## src/hw/rtl/sha1_pkg.sv

```systemverilog
// sha1_pkg: item types, phase codes, control bundle and SHA-1 constants.
// Used by every module of the sha1_hash_engine block; depends on nothing.
package sha1_pkg;

    // Input item: one message byte plus flags
    typedef struct packed {
        logic [7:0] msg_byte;
        logic       has_byte;
        logic       end_of_message;
    } t_in_item;

    // Result item: one digest word
    typedef struct packed {
        logic [31:0] digest_word;
        logic [2:0]  word_index;
        logic        last_word;
    } t_out_item;

    // Sequencer phases
    typedef enum logic [2:0] {
        PH_IDLE,
        PH_ROUND,
        PH_FOLD,
        PH_PAD,
        PH_LEN,
        PH_OUT
    } t_phase;

    // Control bundle from the sequencer to the datapath
    typedef struct packed {
        logic       push_byte;
        logic [7:0] push_data;
        logic [1:0] byte_pos;
        logic       load_wv;
        logic       round_en;
        logic       fold;
        logic       clear;
        logic [6:0] round;
        logic [2:0] out_idx;
    } t_ctl;

    localparam logic [7:0] PAD_BYTE    = 8'h80;
    localparam logic [6:0] LAST_ROUND  = 7'd79;
    localparam logic [6:0] SCHED_LOAD  = 7'd16;
    localparam logic [6:0] GROUP1      = 7'd20;
    localparam logic [6:0] GROUP2      = 7'd40;
    localparam logic [6:0] GROUP3      = 7'd60;
    localparam logic [5:0] FILL_LEN    = 6'd56;
    localparam logic [5:0] FILL_LAST   = 6'd63;
    localparam logic [2:0] LAST_IDX    = 3'd4;
    localparam int         N_WORDS     = 5;

    // Initial chaining values
    function automatic logic [31:0] h_init(input logic [2:0] idx);
        logic [31:0] v;
        case (idx)
            3'd0:    v = 32'h67452301;
            3'd1:    v = 32'hefcdab89;
            3'd2:    v = 32'h98badcfe;
            3'd3:    v = 32'h10325476;
            3'd4:    v = 32'hc3d2e1f0;
            default: v = 32'h0;
        endcase
        return v;
    endfunction

    // Round constant by round group
    function automatic logic [31:0] round_k(input logic [6:0] rnd);
        logic [31:0] v;
        if (rnd < GROUP1) begin
            v = 32'h5a827999;
        end else if (rnd < GROUP2) begin
            v = 32'h6ed9eba1;
        end else if (rnd < GROUP3) begin
            v = 32'h8f1bbcdc;
        end else begin
            v = 32'hca62c1d6;
        end
        return v;
    endfunction

endpackage

```

## src/hw/rtl/sha1_sched.sv

```systemverilog
// sha1_sched: byte packer and rolling 16-word message schedule shift line.
// Depends on sha1_pkg for the control bundle and schedule constants.
module sha1_sched
    import sha1_pkg::*;
(
    input  logic        i_clk,
    input  t_ctl        i_ctl,
    output logic [31:0] o_w
);

    logic [23:0] r_acc;
    logic [31:0] r_sw [16];
    logic [31:0] w_exp;

    // Expand the schedule from fixed taps: W[t-16], W[t-14], W[t-8], W[t-3]
    always_comb begin
        w_exp = r_sw[13] ^ r_sw[8] ^ r_sw[2] ^ r_sw[0];
        if (i_ctl.round < SCHED_LOAD) begin
            o_w = r_sw[0];
        end else begin
            o_w = {w_exp[30:0], w_exp[31]};
        end
    end

    // Pack bytes big-endian; shift a full word in, or roll the schedule per round
    always_ff @(posedge i_clk) begin
        if (i_ctl.push_byte) begin
            r_acc <= {r_acc[15:0], i_ctl.push_data};
            if (i_ctl.byte_pos == 2'd3) begin
                for (int i = 0; i < 15; i++) begin
                    r_sw[i] <= r_sw[i+1];
                end
                r_sw[15] <= {r_acc, i_ctl.push_data};
            end
        end else if (i_ctl.round_en) begin
            for (int i = 0; i < 15; i++) begin
                r_sw[i] <= r_sw[i+1];
            end
            r_sw[15] <= o_w;
        end
    end

endmodule

```

## src/hw/rtl/sha1_core.sv

```systemverilog
// sha1_core: shared round unit, working variables and chaining words.
// Depends on sha1_pkg for the control bundle, round constants and initial values.
module sha1_core
    import sha1_pkg::*;
(
    input  logic        i_clk,
    input  logic        i_rst_n,
    input  t_ctl        i_ctl,
    input  logic [31:0] i_w,
    output logic [31:0] o_digest
);

    logic [31:0] r_h  [N_WORDS];
    logic [31:0] r_wv [N_WORDS];
    logic [31:0] w_f;
    logic [31:0] w_t;
    logic [31:0] w_a;
    logic [31:0] w_b;
    logic [31:0] w_c;
    logic [31:0] w_d;
    logic [31:0] w_e;

    assign w_a = r_wv[0];
    assign w_b = r_wv[1];
    assign w_c = r_wv[2];
    assign w_d = r_wv[3];
    assign w_e = r_wv[4];

    // Round function by group, then the five-term sum
    always_comb begin
        if (i_ctl.round < GROUP1) begin
            w_f = (w_b & w_c) ^ (~w_b & w_d);
        end else if (i_ctl.round >= GROUP2 && i_ctl.round < GROUP3) begin
            w_f = (w_b & w_c) ^ (w_b & w_d) ^ (w_c & w_d);
        end else begin
            w_f = w_b ^ w_c ^ w_d;
        end
        w_t = {w_a[26:0], w_a[31:27]} + w_f + w_e + round_k(i_ctl.round) + i_w;
    end

    // Working variables: load from chaining words, then one round per cycle
    always_ff @(posedge i_clk) begin
        if (i_ctl.load_wv) begin
            for (int i = 0; i < N_WORDS; i++) begin
                r_wv[i] <= r_h[i];
            end
        end else if (i_ctl.round_en) begin
            r_wv[0] <= w_t;
            r_wv[1] <= w_a;
            r_wv[2] <= {w_b[1:0], w_b[31:2]};
            r_wv[3] <= w_c;
            r_wv[4] <= w_d;
        end
    end

    // Chaining words: restart on reset or after the digest, fold after a block
    always_ff @(posedge i_clk) begin
        if (!i_rst_n || i_ctl.clear) begin
            for (int i = 0; i < N_WORDS; i++) begin
                r_h[i] <= h_init(3'(i));
            end
        end else if (i_ctl.fold) begin
            for (int i = 0; i < N_WORDS; i++) begin
                r_h[i] <= r_h[i] + r_wv[i];
            end
        end
    end

    assign o_digest = r_h[i_ctl.out_idx];

endmodule

```

## src/hw/rtl/sha1_ctrl.sv

```systemverilog
// sha1_ctrl: sequencer for byte intake, padding, rounds and digest output.
// Depends on sha1_pkg for phase codes, item types and the control bundle.
module sha1_ctrl
    import sha1_pkg::*;
(
    input  logic     i_clk,
    input  logic     i_rst_n,
    input  logic     i_in_valid,
    input  t_in_item i_in,
    output logic     o_in_ready,
    output logic     o_out_valid,
    input  logic     i_out_ready,
    output t_ctl     o_ctl
);

    t_phase      r_phase, n_phase;
    logic [5:0]  r_fill, n_fill;
    logic [63:0] r_bits, n_bits;
    logic [6:0]  r_round, n_round;
    logic        r_fin, n_fin;
    logic        r_mark, n_mark;
    logic        r_lendone, n_lendone;
    logic [2:0]  r_widx, n_widx;
    logic        w_inj;
    logic [7:0]  w_inj_byte;

    // State registers
    always_ff @(posedge i_clk) begin
        if (!i_rst_n) begin
            r_phase   <= PH_IDLE;
            r_fill    <= '0;
            r_bits    <= '0;
            r_round   <= '0;
            r_fin     <= 1'b0;
            r_mark    <= 1'b0;
            r_lendone <= 1'b0;
            r_widx    <= '0;
        end else begin
            r_phase   <= n_phase;
            r_fill    <= n_fill;
            r_bits    <= n_bits;
            r_round   <= n_round;
            r_fin     <= n_fin;
            r_mark    <= n_mark;
            r_lendone <= n_lendone;
            r_widx    <= n_widx;
        end
    end

    // Next state and control
    always_comb begin
        n_phase    = r_phase;
        n_fill     = r_fill;
        n_bits     = r_bits;
        n_round    = r_round;
        n_fin      = r_fin;
        n_mark     = r_mark;
        n_lendone  = r_lendone;
        n_widx     = r_widx;
        w_inj      = 1'b0;
        w_inj_byte = '0;
        o_ctl      = '0;
        o_ctl.round    = r_round;
        o_ctl.byte_pos = r_fill[1:0];
        o_ctl.out_idx  = r_widx;
        o_in_ready  = (r_phase == PH_IDLE);
        o_out_valid = (r_phase == PH_OUT);

        case (r_phase)
            PH_IDLE: begin
                if (i_in_valid) begin
                    if (i_in.has_byte) begin
                        w_inj      = 1'b1;
                        w_inj_byte = i_in.msg_byte;
                        n_bits     = r_bits + 64'd8;
                    end
                    if (i_in.end_of_message) begin
                        n_fin   = 1'b1;
                        n_phase = PH_PAD;
                    end
                end
            end
            PH_PAD: begin
                // Marker byte first, then zeros up to the length field
                if (r_mark && r_fill == FILL_LEN) begin
                    n_phase = PH_LEN;
                end else begin
                    w_inj      = 1'b1;
                    w_inj_byte = r_mark ? 8'h00 : PAD_BYTE;
                    n_mark     = 1'b1;
                end
            end
            PH_LEN: begin
                // Feed the bit count, most significant byte first
                w_inj      = 1'b1;
                w_inj_byte = r_bits[63:56];
                n_bits     = {r_bits[55:0], 8'h00};
                if (r_fill == FILL_LAST) begin
                    n_lendone = 1'b1;
                end
            end
            PH_ROUND: begin
                o_ctl.round_en = 1'b1;
                if (r_round == LAST_ROUND) begin
                    n_round = '0;
                    n_phase = PH_FOLD;
                end else begin
                    n_round = r_round + 7'd1;
                end
            end
            PH_FOLD: begin
                o_ctl.fold = 1'b1;
                if (!r_fin) begin
                    n_phase = PH_IDLE;
                end else if (r_lendone) begin
                    n_phase = PH_OUT;
                end else begin
                    n_phase = PH_PAD;
                end
            end
            PH_OUT: begin
                if (i_out_ready) begin
                    if (r_widx == LAST_IDX) begin
                        o_ctl.clear = 1'b1;
                        n_widx    = '0;
                        n_fill    = '0;
                        n_bits    = '0;
                        n_fin     = 1'b0;
                        n_mark    = 1'b0;
                        n_lendone = 1'b0;
                        n_phase   = PH_IDLE;
                    end else begin
                        n_widx = r_widx + 3'd1;
                    end
                end
            end
            default: begin
                n_phase = PH_IDLE;
            end
        endcase

        // Push the byte; a full block starts the rounds
        if (w_inj) begin
            o_ctl.push_byte = 1'b1;
            o_ctl.push_data = w_inj_byte;
            n_fill          = r_fill + 6'd1;
            if (r_fill == FILL_LAST) begin
                o_ctl.load_wv = 1'b1;
                n_round       = '0;
                n_phase       = PH_ROUND;
            end
        end
    end

    a_no_overlap: assert property (@(posedge i_clk) disable iff (!i_rst_n)
        !(o_in_ready && o_out_valid))
        else $error("input and output handshakes open together");

    a_round_idle: assert property (@(posedge i_clk) disable iff (!i_rst_n)
        (r_phase != PH_ROUND) |-> (r_round == 7'd0))
        else $error("round counter not parked outside compression");

    a_round_end: assert property (@(posedge i_clk) disable iff (!i_rst_n)
        (r_phase == PH_ROUND && r_round == LAST_ROUND) |=> (r_phase == PH_FOLD))
        else $error("compression did not end in fold");

    a_out_aligned: assert property (@(posedge i_clk) disable iff (!i_rst_n)
        (r_phase == PH_OUT) |-> (r_fill == 6'd0 && r_lendone))
        else $error("digest output with a partial block");

    a_eom_busy: assert property (@(posedge i_clk) disable iff (!i_rst_n)
        (i_in_valid && o_in_ready && i_in.end_of_message) |=> (r_phase != PH_IDLE))
        else $error("end of message item left the engine idle");

endmodule

```

## src/hw/rtl/sha1_hash_engine.sv

```systemverilog
// sha1_hash_engine: SHA-1 over a byte stream, five digest words per message.
// Depends on sha1_pkg, sha1_sched, sha1_core and sha1_ctrl.
//
//   channel | valid        | ready        | payload
//   --------+--------------+--------------+------------------------------
//   input   | i_in_valid   | o_in_ready   | i_in  (t_in_item, one byte)
//   output  | o_out_valid  | i_out_ready  | o_out (t_out_item, one word)
//
// A byte that does not complete a block is only packed; the 64th byte also
// starts a compression, the rounds and then a fold, in the shared round unit.
// End of message feeds padding and the bit count one byte per cycle, except
// during compressions, with a switch step before the count; one or two
// compressions and five output words, one per handshake. Reset (synchronous,
// active low) loads the initial chaining words; input waits while busy.
module sha1_hash_engine
    import sha1_pkg::*;
(
    input  logic      i_clk,
    input  logic      i_rst_n,
    input  logic      i_in_valid,
    output logic      o_in_ready,
    input  t_in_item  i_in,
    output logic      o_out_valid,
    input  logic      i_out_ready,
    output t_out_item o_out
);

    t_ctl        w_ctl;
    logic [31:0] w_w;
    logic [31:0] w_digest;

    sha1_ctrl u_ctrl (
        .i_clk       (i_clk),
        .i_rst_n     (i_rst_n),
        .i_in_valid  (i_in_valid),
        .i_in        (i_in),
        .o_in_ready  (o_in_ready),
        .o_out_valid (o_out_valid),
        .i_out_ready (i_out_ready),
        .o_ctl       (w_ctl)
    );

    sha1_sched u_sched (
        .i_clk (i_clk),
        .i_ctl (w_ctl),
        .o_w   (w_w)
    );

    sha1_core u_core (
        .i_clk    (i_clk),
        .i_rst_n  (i_rst_n),
        .i_ctl    (w_ctl),
        .i_w      (w_w),
        .o_digest (w_digest)
    );

    // Digest word from the chaining registers, indexed by the output counter
    always_comb begin
        o_out.digest_word = w_digest;
        o_out.word_index  = w_ctl.out_idx;
        o_out.last_word   = (w_ctl.out_idx == LAST_IDX);
    end

endmodule

```

## config.mk

```make
export PLATFORM = sky130hd
export DESIGN_NAME = sha1_hash_engine
export DESIGN_NICKNAME = d
export VERILOG_FILES = /design/src/hw/rtl/sha1_pkg.sv /design/src/hw/rtl/sha1_sched.sv /design/src/hw/rtl/sha1_core.sv /design/src/hw/rtl/sha1_ctrl.sv /design/src/hw/rtl/sha1_hash_engine.sv
export SDC_FILE = /design/constraint.sdc
export NUM_CORES = 2
export LEC_CHECK = 0
export ABC_AREA = 1
export BUFFER_PORTS_ARGS = -buffer_cell sky130_fd_sc_hd__buf_4
export CORE_MARGIN = 3
export CORE_UTILIZATION = 60
export CTS_BUF_LIST = sky130_fd_sc_hd__clkbuf_4 sky130_fd_sc_hd__clkbuf_8 sky130_fd_sc_hd__clkbuf_16
export DETAILED_ROUTE_END_ITERATION = 8
export PLACE_DENSITY_LB_ADDON = 0.15
export SLEW_MARGIN = 20
export SYNTH_ARGS = -nofsm -noshare
export SYNTH_HDL_FRONTEND = slang
export SYNTH_SLANG_ARGS = --single-unit
export TNS_END_PERCENT = 1
```

## constraint.sdc

```tcl
create_clock -name i_clk -period 26.2 [get_ports i_clk]
set_input_delay 1.31 -clock i_clk [delete_from_list [all_inputs] [get_ports i_clk]]
set_output_delay 1.31 -clock i_clk [all_outputs]
set_load 0.1 [all_outputs]
```

==> qor.txt <==
Status: finished clean
Quantity of I/O buffers inserted on ports: 51
Buffer and inverter count on the worst path: 5
Area Overhead vs Synth: 9.16%
Iter 0 DRT Violations: 5,878
Detailed placement HPWL: 129,000 um
Fin crit share: 23.6%
Vias: 42,081
Arr. time, crit path: 6.62 ns
Yosys reg bits: 942
Clock Tree Buf Depth: 3
CTS tree: yes
Ratio of cells with drive above 1 in the final layout: 5.69%
Global-route wire length before repair: 254,000 um
Slowest CP cell: nand3_2
Max-Slew Margin vs Limit: 14.9%
Element type at the critical path start: flip-flop
Min cycle time layout: 6.19 ns
Final net count: 5,917
Crit-path max cell delay: 0.74 ns
P_int: 0.00284 W
Setup CP Type: reg2reg
Antenna violations before repair: 1
Final GP Congestion: 1.08
Die width: 301 um
Hold Path Depth: 0
Crit-path max FO: 37
Lkg Pwr: 21.9 nW
Combinational Power Share: 22.4%
Clock power frac: 33.3%
# clock sinks: 942
GRT overflow: 0
Core area: 85,700 um2
Final hold vios: 0
Cts bufs inserted: 96
Pin count of the biggest net entering global routing: 196
Total Wirelength: 174,000 um
Max_cap viols: 0
# DRC: 0
Worst-Skew Late Latency: 0.71 ns
Routed wire per std cell: 25.5 um
Rows: 107
Initial core utilization: 60.8%
Crit-path cells: nand2_1 > nand2_1 > nand3_2 > inv_1 > buf_4 > nand2_1 > a31oi_1 > fa_1 > fa_1 > inv_1 > fa_1 > inv_1 > ha_1 > nand3_1 > nand3_1 > a21oi_1 > inv_1 > nand2_1 > nand3_1 > or2_2 > nand3_1 > o21ai_0
Fin. max-slew vios: 0
Vias in the first global route: 39,331
Primary FF master, synth: edfxtp_1
Setup Total Neg Slack: 0 ns
Highest ir drop seen on vdd: 0.0636 mV
Boundary pin count: 52
Flop pwr share: 44.2%
Post-cts resize count: 0
Worst slew pin tran: 1.26 ns
Total power: 0.00423 W
Final Setup Violations: 0
Fillers: 6,819
Fmax: 0.162 GHz
CP top delay family: simple AND/OR/NAND/NOR gates
FF-to-FF path depth: 22
H-tree depth: 3
Die area: 90,400 um2
RSZ-0062 raised after global routing: no
Cell Area, Synth: 52,100 um2
Post-synthesis cell type count: 54
GRT Overall Usage: 38.2%
Psw: 0.00139 W
Register area share after synthesis: 52.7%
Crit. End Element: flip-flop
Crit path depth: 22
Post-CTS Hold Buffers: 0
Root buffer cell: clkbuf_16
Reg clk slew, reported paths: 0.07 ns
Final ANT Viol Nets: 0
Yosys warnings: 0
PwrDens: 74.3 nW/um2
Sw frac: 32.9%
Fraction of registers with async set/reset: 0%
Synth Net Count: 5,871
Max Clock Skew: 0.0635 ns
HP Class: reg2reg
EDFF count, synth: 856
Die Y: 301 um
Syn Area/Cell: 9.41 um2
Vias per cell: 6.18
Setup bufs post-CTS: 0
Post-synthesis cell count: 5,535
WP data required: 26.63 ns
DRT Pass-1 Iters: 7
-- power by group through the flow --
stage               logic, W  registers [W]  clock network, W
finish              0.000948        0.00187           0.00141
global route         0.00104        0.00187           0.00147
CTS                 0.000919        0.00186           0.00142
detailed placement  0.000909        0.00189                 0
global placement    0.000901        0.00189                 0
floorplan           0.000646        0.00188                 0
-- worst register-to-register path, stage by stage (launching register included) --
cell and delay, ns:
dfxtp_1 0.44, nand2_1 0.13, nand2_1 0.14, nand3_2 0.74, inv_1 0.25, buf_4 0.38
nand2_1 0.11, a31oi_1 0.24, fa_1 0.49, fa_1 0.52, inv_1 0.05, fa_1 0.55
inv_1 0.07, ha_1 0.29, nand3_1 0.09, nand3_1 0.22, a21oi_1 0.39, inv_1 0.11
nand2_1 0.08, nand3_1 0.14, or2_2 0.32, nand3_1 0.08, o21ai_0 0.11
-- cells in the mapped netlist (all sizes together) (36+ instances only) --
library cell | instances | area, um2
nand2 | 1208 | 4540
edfxtp | 856 | 25700
inv | 603 | 2260
nor2 | 573 | 2180
o21ai | 472 | 2390
a21oi | 443 | 2220
nand3 | 251 | 1270
ha | 198 | 2480
xnor2 | 126 | 1100
fa | 124 | 2480
dfxtp | 86 | 1720
clkbuf | 85 | 319
nor3 | 80 | 417
a31oi | 63 | 394
nand4 | 55 | 344
buf | 53 | 278
xor2 | 48 | 420
a21o | 41 | 308
o21a | 36 | 270
-- registers in the layout, indices dropped and copies added, names as in the netlist, 6 cells and up, named ones only --
signal          flops
u_ctrl.r_fill       6
u_sched.r_acc      24
u_ctrl.r_round      7
u_core.r_wv       160
u_core.r_h        160
u_sched.r_sw      512
u_ctrl.r_bits      61
-- worst paths after layout --
path | start | slack, ns | end
setup reg to reg | u_ctrl.r_round[4] | 20.01 | u_core.r_wv[0][14]
hold / removal | u_sched.r_sw[9][8] | 0.40 | u_sched.r_sw[8][8]
hold reg to reg | u_sched.r_sw[9][8] | 0.40 | u_sched.r_sw[8][8]
setup / recovery | u_ctrl.r_round[4] | 20.01 | u_core.r_wv[0][14]
-- layer usage --
layer  vias to the layer above  GRT usage, %  share of wire, %
li1                      18962             -                 -
met1                     20074          53.8                39
met2                      2622          56.8                43
met3                       421          8.45                12
met4                         2          17.7               5.6
met5                         -         0.541             0.037
-- cell type report --
type | count | area (um2) | share of cell area (%)
Multi-Input combinational cell | 3850 | 21800 | 38.4
Tap cell | 1144 | 1430 | 2.52
Clock inverter | 45 | 459 | 0.808
Timing Repair Buffer | 86 | 671 | 1.18
Inverter | 605 | 2280 | 4.00
Antenna cell | 1 | 2.50 | 0.00440
Clock buffer | 133 | 2760 | 4.85
Sequential cell | 942 | 27400 | 48.2
-- per-stage QoR --
step | setup slack, ns | util (%) | instances | hold WS, ns | area [um2]
final | 20.01 | 66.4 | 6806 | 0.396 | 56900
after global routing | 19.64 | 66.4 | 6805 | 0.398 | 56900
after CTS | 20.10 | 66.4 | 6805 | 0.396 | 56900
after detailed placement | 20.12 | 62.6 | 6627 | 0.405 | 53600
after global placement | 20.22 | 62.6 | 6627 | 0.400 | 53600
after floorplan | 11.87 | - | 5535 | 0.400 | 52100
-- kinds of logic (layout without fill, tap and decap cells) --
group	count (synthesis)	after routing	share of synthesized area (%)
AO/OA/AOI/OAI	1138	1138	12.0
XOR/XNOR	174	174	2.93
adder cells (fa/ha/maj)	322	322	9.52
buffers and inverters	743	869	5.51
flip-flops	942	942	52.7
multiplexers	1	1	0.0216
other	0	1	0
AND/OR/NAND/NOR	2215	2215	17.4
-- cells in the final DEF, fill, tap and decap left out, types with 5 or more instances in the layout --
master / n
o21ai_2: 8
nand3_1: 248
edfxtp_1: 856
clkinv_16: 5
xnor2_1: 126
a21oi_1: 443
o21ai_1: 18
nand3b_1: 8
o211ai_1: 13
nand4_1: 55
inv_1: 594
clkbuf_4: 30
o21a_1: 36
xor2_1: 48
a22oi_1: 6
ha_1: 198
or2_2: 26
dfxtp_1: 85
buf_4: 84
a21boi_0: 14
fa_1: 124
nand2_1: 1201
a31oi_1: 63
nor3_1: 77
clkinv_1: 13
inv_2: 9
o21bai_1: 29
clkinv_2: 17
nor4_1: 5
nor2_1: 566
clkbuf_16: 99
a21o_1: 41
o21ai_0: 446
No activity file was read; power rests on OpenSTA's default activity.
